==> src/hdl/rpq_pkg.sv <==
// shared types, constants and helpers of the request pacing queue
// depends on nothing; used by every module of the block
`timescale 1ns / 1ps

package rpq_pkg;

  localparam int QueueDepth = 1024;
  localparam int MaxRelease = 64;
  localparam int IdxW       = $clog2(QueueDepth);
  localparam int CntW       = $clog2(QueueDepth + 1);
  localparam int RelW       = $clog2(MaxRelease + 1);
  localparam int IdW        = 32;
  localparam int TimeW      = 48;
  localparam int DelayW     = 24;

  localparam logic [DelayW-1:0] DelayReset = DelayW'(500);
  localparam logic [TimeW-1:0]  TimeMax    = {TimeW{1'b1}};

  typedef enum logic [0:0] {
    OP_ARRIVE = 1'b0,
    OP_TICK   = 1'b1
  } op_e;

  typedef enum logic [1:0] {
    KIND_QUEUED   = 2'd0,
    KIND_REJECTED = 2'd1,
    KIND_RELEASED = 2'd2
  } kind_e;

  typedef struct packed {
    logic             func;
    logic [IdW-1:0]   request_id;
    logic [TimeW-1:0] now_time;
  } in_word_t;

  typedef struct packed {
    logic [1:0]       event_kind;
    logic [IdW-1:0]   out_request_id;
    logic [TimeW-1:0] release_time;
    logic             last_of_run;
  } out_word_t;

  // classified command passed from front to back
  typedef struct packed {
    op_e              op;
    logic [IdW-1:0]   id;
    logic [TimeW-1:0] now;
  } cmd_t;

  // circular index step, also for depths that are not a power of two
  function automatic logic [IdxW-1:0] next_idx(input logic [IdxW-1:0] i);
    logic [IdxW-1:0] r;
    if (i == IdxW'(QueueDepth - 1)) r = '0;
    else r = i + 1'b1;
    return r;
  endfunction

endpackage

==> src/hdl/rpq_front.sv <==
// front end: takes words, classifies them and holds them in a two-entry command queue
// depends on rpq_pkg
`timescale 1ns / 1ps

module rpq_front (
  input  logic              clk_i,
  input  logic              rst_ni,
  input  logic              start_i,
  input  rpq_pkg::in_word_t item_i,
  output logic              busy_o,
  output logic              cmd_valid_o,
  output rpq_pkg::cmd_t     cmd_o,
  input  logic              cmd_pop_i
);

  rpq_pkg::cmd_t slot_q [2];
  logic          wr_ptr_q, wr_ptr_d;
  logic          rd_ptr_q, rd_ptr_d;
  logic [1:0]    fill_q, fill_d;
  logic          push;
  rpq_pkg::cmd_t cmd_new;

  // classify the incoming word
  always_comb begin
    cmd_new.op  = rpq_pkg::op_e'(item_i.func);
    cmd_new.now = item_i.now_time;
    if (cmd_new.op == rpq_pkg::OP_TICK) cmd_new.id = '0;
    else cmd_new.id = item_i.request_id;
  end

  assign busy_o      = fill_q[1];
  assign push        = start_i && !busy_o;
  assign cmd_valid_o = fill_q != 2'd0;
  assign cmd_o       = slot_q[rd_ptr_q];

  // queue pointers and fill level
  always_comb begin
    wr_ptr_d = wr_ptr_q ^ push;
    rd_ptr_d = rd_ptr_q ^ cmd_pop_i;
    fill_d   = fill_q + {1'b0, push} - {1'b0, cmd_pop_i};
  end

  always_ff @(posedge clk_i or negedge rst_ni) begin
    if (!rst_ni) begin
      wr_ptr_q <= 1'b0;
      rd_ptr_q <= 1'b0;
      fill_q   <= 2'd0;
    end else begin
      wr_ptr_q <= wr_ptr_d;
      rd_ptr_q <= rd_ptr_d;
      fill_q   <= fill_d;
    end
  end

  // queue storage
  always_ff @(posedge clk_i) begin
    if (push) slot_q[wr_ptr_q] <= cmd_new;
  end

endmodule

==> config.mk <==
export PLATFORM = sky130hd
export DESIGN_NAME = rpq_front
export DESIGN_NICKNAME = d
export VERILOG_FILES = /design/src/hdl/rpq_pkg.sv /design/src/hdl/rpq_front.sv
export SDC_FILE = /design/constraint.sdc
export NUM_CORES = 1
export LEC_CHECK = 0
export ABC_CLOCK_PERIOD_IN_PS = 9300
export BUFFER_PORTS_ARGS = -buffer_cell sky130_fd_sc_hd__buf_4
export CAP_MARGIN = 20
export CORE_ASPECT_RATIO = 1.1
export CORE_MARGIN = 10
export CORE_UTILIZATION = 52
export CTS_CLUSTER_DIAMETER = 120
export DETAILED_ROUTE_END_ITERATION = 6
export PLACE_DENSITY = 0.77
export RECOVER_POWER = 50
export SLEW_MARGIN = 10
export SYNTH_ARGS = -nofsm -noshare
export SYNTH_HDL_FRONTEND = slang
export SYNTH_SLANG_ARGS = --single-unit
==> constraint.sdc <==
create_clock -name clk_i -period 9.3 [get_ports clk_i]
set_input_delay 0 -clock clk_i [delete_from_list [all_inputs] [get_ports clk_i]]
set_output_delay 0 -clock clk_i [all_outputs]
set_load 0.05 [all_outputs]
==> results.md, run 1 <==
- Status: finished, violations left
- Failing checks: max-capacitance violations, max-slew violations
- Area of the multi-input gates: 1490 sq um
- Filler instances: 754
- # port buffers: between 150 and 200
- RSZ-0062 raised after global routing: no
- Die area: 17700 sq um
- Initial antenna violation count: 1
- Slowest CP cell: and2_0
- Placement Cell Area: just under 8000 sq um
- Leakage power: approximately 3.8 nW
- Max Clk Rate: a little over 300 MHz
- Mapped Area: between 6000 and 7000 sq um
- Drt initial violations: 220
- Clk pwr share: 0.234
- Vias/cell: approximately 4.9
- Final nets: 652
- Row count: 43
- Congestion Overflow GR: 0
- Syn_area_per_cell: 21.9 sq um
- Slew HR: -0.711
- Overall power: between 0.003 and 0.004 W
- Worst-path clk slew: 0.06 ns
- Sequential power share: 0.340
- Area grow syn2layout: 41.4%
- DIE WIDTH: 128 um
- Fin Setup TNS: 0 ns
- Synth top area share: 0.732
- Crit path DAT: roughly 3.4 ns
- Clock sink count: 166
- Final Cell Area: approximately 9400 sq um
- # IOs: 168
- Maximum VDD drop: ~0.25 mV
- Total Routing Usage GR: 0.162
- Reg area: approximately 5000 sq um
- CP cell instances: nor2b_1 -> and2_0 -> buf_16
- Clock Tree Buf Depth: 2
- CP startpoint kind: flop
- Synth Warn #: 0
- CP Class: reg2reg
- Die Y: between 100 and 150 um
- Clk_lat worst skew: between 0.4 and 0.5 ns
- Crit path time final: 3.30 ns
- Post-synth EDFFs: around 160
- GP Congestion: approximately 0.68
- First-pass GRT wire length: 22200 um
- HPWL Detailed: 8430 um
- Resize count post-CTS: 0
- Antenna-violating nets left: 0
- Worst Setup End Kind: flop
- Flop and latch count out of synthesis: roughly 170
- CTS buffer count: 17
- Largest net degree at the start of global routing: 82
- Layout cells sized above 1: 0.458
- Comb power frac: 0.426
- Dpl cells: a little over 600
- Setup bufs post-CTS: 0
- Starting Density: 0.528
- Worst-Margin Slew: about 2.6 ns
- Crit path max fanout: 46
- Number of global-route vias before repair: around 4.0k
- Avg WL per Cell: 19.2 um
- Switch Pwr: between 0.001 and 0.0015 W
- Ys flop type: edfxtp_1
- Dominant cells by area after synthesis: edfxtp_1, mux2_4, nor2b_1
- H-tree level count: 4
- Synthesized Nets: a little under 400
- Residual DRC: 0
- Netlist cell types: 16
- DRT Pass-1 Iters: 4
- Final Cycle Share: 0.354
- Setup violators final: 0
- CP peak stage delay: 1.93 ns
- Seq/Total Area, Yosys: 0.747
- Core Area: approximately 13000 sq um
- Root Driver: clkbuf_16
- CTS tree: yes
- Power per cell area: 338 nW/um^2
- Worst min path class: in2reg
- CTS Hold Bufs: between 80 and 90
- Largest area contributor in the netlist: edfxtp_1
- Asr flop ratio synth: 0.0241
- Max-Cap Viols: 2
- Final non-filler cell total: between 700 and 800
- Final Slew Violations: 71
- P_int: between 0.0015 and 0.002 W
- Routed WL: 14200 um
- WP data required: ~9.4 ns
- Sw Share: 0.374
- Vias after detailed routing: around 3.6k
- Fin. Hold Viols: 0
- Worst Skew: ~0.0085 ns
- Gate Count Post-Synth: about 300
-- cells in the mapped netlist (2+ instances only) --
library cell	instances
buf_12	8
clkbuf_1	3
dfrtp_1	4
edfxtp_1	162
ha_1	2
inv_1	3
mux2_2	2
mux2_4	79
nor2b_1	33
xnor2_1	2
-- sequential cells by signal, indices dropped and copies added, names as in the netlist --
name / cells
wr_ptr_q: 1
fill_q: 2
slot_q: 162
rd_ptr_q: 1
-- path summary, 6_finish.rpt --
kind / startpoint / to / slack [ns] / cells past startpoint
worst min register to register: fill_q[0] / fill_q[0] / 0.52 / 1
worst max register to register: fill_q[1] / slot_q[1][10] / 6.00 / 3
max in group asynchronous: rst_ni / rd_ptr_q / 8.57 / 3
worst min-delay path: cmd_pop_i / rd_ptr_q / 0.33 / 3
min in group asynchronous: rst_ni / fill_q[0] / 0.53 / 3
worst max-delay path: fill_q[1] / slot_q[1][10] / 6.00 / 3
-- layout by cell type, fill, tap and decap left out, drive strengths merged --
cell type / n
edfxtp: 162
buf: 118
dlygate4sd3: 84
mux2: 81
clkbuf: 70
nor2b: 33
clkinv: 6
bufinv: 5
inv: 4
dfrtp: 4
xnor2: 2
ha: 2
clkinvlp: 2
diode: 1
nor3b: 1
a21oi: 1
or2: 1
xor2: 1
and2: 1
-- through the flow --
step           hold WS (ns)  setup slack [ns]  utilization
2_1_floorplan        -0.296              6.03            -
3_3_place_gp         -0.200              6.95        0.631
3_5_place_dp         -0.199              6.95        0.631
4_1_cts              0.0366              6.50        0.748
5_1_grt               0.327              5.74        0.747
6_report              0.335              6.00        0.747
-- power groups by stage --
stage / sequential (W) / clock [W] / combinational [W]
2_1_floorplan: 0.00106 / 0 / 0.00109
3_3_place_gp: 0.00109 / 0 / 0.00132
3_5_place_dp: 0.00110 / 0 / 0.00133
4_1_cts: 0.00108 / 0.000756 / 0.00136
5_1_grt: 0.00110 / 0.000791 / 0.00141
6_report: 0.00108 / 0.000743 / 0.00135
-- area by class of cell --
type                            instances  share of cell area
Sequential cell                       166               0.528
Timing Repair Buffer                  254               0.223
Multi-Input combinational cell        123               0.159
Clock buffer                           18              0.0456
Clock inverter                         14              0.0219
Tap cell                              157              0.0209
Inverter                                3             0.00120
Antenna cell                            1            0.000266
-- worst max-delay path, delay by kind of cell (launching register included) --
| family | cells | cell delay, ns |
|---|---|---|
| flip-flops | 1 | 0.41 |
| AND/OR/NAND/NOR | 2 | 2.20 |
| buffers and inverters | 1 | 0.29 |
-- cell families (layout without fill, tap and decap cells) --
| logic type | after synthesis | in the layout | synth area share |
|---|---|---|---|
| AO/OA/AOI/OAI | 1 | 1 | 0.000752 |
| XOR/XNOR | 3 | 3 | 0.00395 |
| adder cells (fa/ha/maj) | 2 | 2 | 0.00376 |
| buffers and inverters | 15 | 289 | 0.0292 |
| flip-flops | 166 | 166 | 0.747 |
| multiplexers | 81 | 81 | 0.182 |
| other | 0 | 1 | 0 |
| AND/OR/NAND/NOR | 36 | 36 | 0.0341 |
-- routing by layer --
metal  vias to the layer above  track usage  wire [um]
met5                         -            0          0
met4                         0       0.0528        252
met3                        20       0.0654       1120
met2                       136        0.266       7520
met1                      1788        0.187       5270
li1                       1690            -          -
Note: power is estimated with default switching activity, not from simulation.
==> run 2, diff against run 1 <==
ABC_CLOCK_PERIOD_IN_PS = 3320   (was 9300)
clock period = 3.32 ns   (was 9.3 ns; I/O delays follow)
==> run 2 against run 1 <==
  * The flow still finishes with violations (max-capacitance violations, max-slew violations)
  * Clock power grew to 2.8 times the previous value
  * Cell area about the same
  * Non-clock buffer count grew 1
  * Sequential power grew to 2.8 times the previous value
  * Total power rose to 2.8 times the previous value
  * Combinational power grew to 2.8 times the previous value
  * Clock-buffer cell count decreased by 1
  * Hold slack got worse by 0.0027 ns
  * Core utilization hardly changed
  * Via count is 1.2% lower
  * Highest routed layer unchanged
==> results.md, run 2 (synthesis results as in run 1) <==
- CP peak stage delay: about 0.86 ns
- Slowest CP cell: dfrtp_4
- Largest regs: slot_q: 162 flops, fill_q: 2 flops
- Status: finished, violations left
- Worst slack at placement: 1.36 ns
- Fin. Hold Viols: 0
- Final cell utilization of the core: 0.747
- RSZ-0062 raised after global routing: no
- Post-route worst setup slack: approximately 1.1 ns
- CP cell instances: buf_12 -> mux2_4 -> buf_4
- Worst-Margin Slew: around 1.6 ns
- HPWL Detailed: just under 9000 um
- Failing checks: max-capacitance violations, max-slew violations
- Clk_lat worst skew: ~0.4 ns
- CTS buffer count: 17
- Worst min path class: in2reg
- Crit path time final: approximately 2.2 ns
- Final Slew Violations: 35
- CP startpoint kind: flop
- Residual DRC: 0
- WP data required: 3.32 ns
- GP Congestion: slightly above 0.7
- Worst Hold Slack: roughly 0.33 ns
- Initial antenna violation count: 0
- Worst Setup End Kind: output port
- Core Area: roughly 13000 sq um
- Maximum VDD drop: 0.705 mV
- # diodes: 0
- Die Y: 139 um
- Crit path DAT: 2.21 ns
- Root Driver: clkbuf_16
- Die area: between 15000 and 20000 sq um
- Final nets: 653
- Largest Register: slot_q
- DIE WIDTH: around 130 um
- Max-Cap Viols: 1
- Vias/cell: 4.88
- Drt initial violations: around 140
- Grt met3 use: 0.0677
- Congestion Overflow GR: 0
- CP Class: reg2out
- Fin Setup TNS: 0 ns
- Power per cell area: approximately 950 nW/um^2
- Layout cells sized above 1: 0.459
- GR Layer Usage met2: 0.256
- Slew HR: -0.0869
- Starting Density: 0.528
- Worst Skew: 0.0118 ns
- Clock sink count: about 170
- Row count: 43
- Most frequent cells in the layout: edfxtp_1, buf_4, dlygate4sd3_1
- Final Cycle Share: 0.667
- H-tree level count: 4
- Vias after detailed routing: 3591
- # IOs: between 150 and 200
- Crit path max fanout: 36
- Resize count post-CTS: 0
- Setup violators final: 0
- Met1 Use GR: 0.177
- DRT Pass-1 Iters: 4
- CP top delay family: flip-flops
- # port buffers: 167
- Antenna-violating nets left: 0
- Flip-flop count of the largest register after layout: between 150 and 200
- CTS tree: yes
- Total Routing Usage GR: 0.156
- Routed WL: between 10000 and 15000 um
- Clock Tree Buf Depth: 2
- First-pass GRT wire length: around 22000 um
- Gr busiest metal: met2
- WP buf/inv: 2
- Largest net degree at the start of global routing: 52
- Area grow syn2layout: 41.4%
- Worst-path clk slew: around 0.06 ns
- Avg WL per Cell: roughly 19 um
- Number of global-route vias before repair: 4151
- Max Clk Rate: 452 MHz
- Commonest non-fill, non-tap cell in the layout: edfxtp_1
- Leakage power: approximately 3.7 nW
[run 2: layout make-up]
type / count / area, sq um
Clock buffer: 17 / 425
Clock inverter: 15 / 213
Fill cell: 758 / 3190
Inverter: 3 / 11.3
Multi-Input combinational cell: 123 / 1510
Sequential cell: 166 / 4970
Tap cell: 157 / 196
Timing Repair Buffer: 255 / 2080
[run 2: power by group]
part / total (W) / internal, W / leakage, nW / switching (W)
logic: 0.00380 / 0.00145 / 1.88 / 0.00236
clock network: 0.00209 / 0.00128 / 0.308 / 0.000811
registers: 0.00300 / 0.00279 / 1.55 / 0.000215
[run 2: stage by stage]
stage | power [W] | std cells | area [sq um]
after CTS | 0.00899 | 736 | 9480
final | 0.00889 | 736 | 9400
after global placement | 0.00678 | 620 | 8000
after floorplan | 0.00600 | 304 | 6650
after detailed placement | 0.00683 | 620 | 8000
after global routing | 0.00925 | 736 | 9400
[run 2: final timing paths]
kind / startpoint / end / slack (ns) / cells past startpoint
min: item_i[23] / slot_q[0][23] / 0.33 / 2
min reg2reg: fill_q[0] / fill_q[0] / 0.50 / 1
max in group asynchronous: rst_ni / rd_ptr_q / 2.62 / 3
min in group asynchronous: rst_ni / wr_ptr_q / 0.50 / 3
max: rd_ptr_q / cmd_o[72] / 1.11 / 3
max reg2reg: fill_q[1] / slot_q[1][29] / 1.34 / 3
[run 2: worst reg2reg max path: cells and delay by family (launching register included)]
kind	cells	cell delay, ns
and+or+nand+nor	2	0.87
buffers and inverters	1	0.36
DFF	1	0.42
[run 2: what timing repair did]
item / in CTS / in global routing
endpoints found under the hold margin: 166 / 0
buffers inserted: 0 / 0
hold buffers: 84 / 0
[run 2: layer usage]
layer,vias to the layer above,share of wire
li1,1691,-
met1,1745,0.38
met3,21,0.085
met5,-,0
met2,134,0.52
met4,0,0.021
==> run 3, diff against run 2 <==
ABC_CLOCK_PERIOD_IN_PS = 1980   (was 3320)
CORE_UTILIZATION = 48   (was 52)
PLACE_DENSITY = 0.75   (was 0.77)
clock period = 1.98 ns   (was 3.32 ns; I/O delays follow)
==> run 3 against run 2 <==
  * The run still ends with max-capacitance violations, max-slew violations left
  * Register-to-register slack got worse by 1.2 ns
  * Via count up 0.11%
  * Critical path depth unchanged
  * Clock skew decreased by 0.0010 ns
  * Largest cell class unchanged
  * Setup slack got worse by 0.94 ns
  * Flip-flop and latch count unchanged
  * Total power increased by 66%
  * Global-route usage decreased by 0.91 points
  * Combinational power rose by 76%
  * Final cell count grew 5.0%
  * Sequential share of layout area decreased by 0.39 points
==> results.md, run 3 (synthesis results as in run 1) <==
- Status: finished, violations left
- Failing checks: max-capacitance violations, max-slew violations
- Die area: between 15000 and 20000 sq um
- Largest regs: slot_q: 162 flops, fill_q: 2 flops
- Drt initial violations: between 200 and 250
- Slew HR: -0.00368
- Antenna-violating nets left: 0
- Congestion Overflow GR: 0
- Layout cells sized above 1: 0.470
- Clock sink count: 166
- GP Congestion: around 0.7
- FF-to-FF path depth: 3
- # IOs: 168
- Reg area: roughly 5000 sq um
- DIE WIDTH: 132 um
- Residual DRC: 0
- Clk pwr share: 0.212
- Maximum VDD drop: slightly above 0.9 mV
- Post-route worst setup slack: ~0.17 ns
- Root Driver: clkbuf_16
- Final Cycle Share: 0.914
- CTS buffer count: 17
- WP data required: 1.98 ns
- Area grow syn2layout: 42.4%
- Final nets: about 660
- Largest Register: slot_q
- Power per cell area: ~1600 nW/um^2
- Largest net degree at the start of global routing: 43
- RSZ-0062 raised after global routing: no
- # port buffers: 167
- Clock Tree Buf Depth: 2
- Row count: 45
- CP startpoint kind: flop
- Worst slack at placement: around 0.35 ns
- Setup violators final: 0
- First-pass GRT wire length: approximately 22000 um
- Fin Setup TNS: 0 ns
- Crit path max fanout: 22
- Final Slew Violations: 34
- Internal reg-to-reg setup slack: approximately 0.19 ns
- Sequential power share: 0.334
- Worst reg2reg startpoint: fill_q[1]
- Number of global-route vias before repair: 3923
- Comb power frac: 0.454
- CTS tree: yes
- Filler instances: about 870
- Die Y: between 100 and 150 um
- Fin. Hold Viols: 0
- Worst min path class: in2reg
- Worst Setup End Kind: output port
- Placement Cell Area: about 8100 sq um
- Vias/cell: about 4.7
- Commonest non-fill, non-tap cell in the layout: edfxtp_1
- H-tree level count: 4
- Critical Path End: cmd_o[50]
- R2r endpoint: slot_q[1][35]
- # diodes: 0
- HPWL Detailed: 9130 um
- Leakage power: ~3.8 nW
- Clk_lat worst skew: ~0.42 ns
- Core Area: 13700 sq um
- P_int: about 0.0089 W
- Crit. Startpoint: rd_ptr_q
- Worst-Margin Slew: around 1.5 ns
- Starting Density: 0.486
- CP Class: reg2out
- Routed WL: 14200 um
- Flip-flop count of the largest register after layout: about 160
- Most frequent cells in the layout: edfxtp_1, buf_4, dlygate4sd3_1
- DRT Pass-1 Iters: 5
- Max Clk Rate: 552 MHz
- Overall power: 0.0147 W
- Final Cell Area: around 9500 sq um
- Max-Cap Viols: 1
- Avg WL per Cell: approximately 18 um
- Switch Pwr: 0.00583 W
- Initial antenna violation count: 0
- Worst-path clk slew: 0.07 ns
- Worst Skew: between 0.01 and 0.015 ns
- Vias after detailed routing: 3595
- Total Routing Usage GR: 0.147
- Crit path time final: roughly 1.8 ns
- Crit path DAT: 1.81 ns
- Sw Share: 0.396
- Area of the multi-input gates: around 1500 sq um
==> run 3: changes by cell type in the layout (fill, tap and decap cells not counted), moves of 2 or more <==
cell        change
bufinv_16       -4
buf_12          +3
clkinvlp_4      +2
clkbuf_4        +4
inv_6           -3
clkbuf_1        -4
inv_8           +5
==> run 3: final cells by class <==
cell class | instances | area share
repair buffers | 261 | 0.231
flip-flops and latches | 166 | 0.525
inverters | 3 | 0.00119
clock inverters | 15 | 0.0145
multi-input cells | 123 | 0.159
clock buffers | 17 | 0.0449
well taps | 188 | 0.0248
==> run 3: what timing repair did <==
action / 4_1_cts / 5_1_grt
setup buffers: 0 / 1
endpoints found under the hold margin: 166 / 0
gates resized for setup: 0 / 0
setup endpoints to repair: 0 / 23
hold buffers: 84 / 0
==> run 3: per-stage QoR <==
step,instances,utilization,hold WS (ns)
global route,773,0.692,0.321
detailed placement,656,0.594,-0.199
finish,773,0.692,0.333
floorplan,304,-,-0.296
CTS,772,0.697,0.0128
global placement,656,0.594,-0.202
==> run 3: worst max-delay path, stage by stage (launching register included) <==
cell and delay [ns]:
dfrtp_4 0.60, buf_12 0.25, mux2_4 0.33, buf_4 0.19
==> run 3: how the worst min path moves through the flow <==
stage	start	endpoint	slack, ns	depth (start not counted)
2_1_floorplan	rst_ni	fill_q[0]	-0.30	0
3_3_place_gp	rst_ni	fill_q[0]	-0.20	1
3_5_place_dp	rst_ni	fill_q[0]	-0.20	1
4_1_cts	item_i[80]	slot_q[1][80]	0.01	1
5_1_grt	item_i[24]	slot_q[1][24]	0.32	2
6_report	item_i[27]	slot_q[0][27]	0.33	2
==> run 3: routing by layer <==
metal,GRT usage,part of all wire,vias up
met2,0.254,0.53,109
li1,-,-,1713
met3,0.0440,0.048,13
met1,0.170,0.41,1760
met4,0.0562,0.016,0
met5,0,0,-
==> run 3: power groups by stage <==
stage / Sequential, W / Combinational (W) / Clock [W]
after detailed placement: 0.00505 / 0.00657 / 0
after floorplan: 0.00491 / 0.00513 / 0
final: 0.00492 / 0.00669 / 0.00312
after CTS: 0.00498 / 0.00673 / 0.00318
after global routing: 0.00499 / 0.00697 / 0.00333
after global placement: 0.00500 / 0.00652 / 0
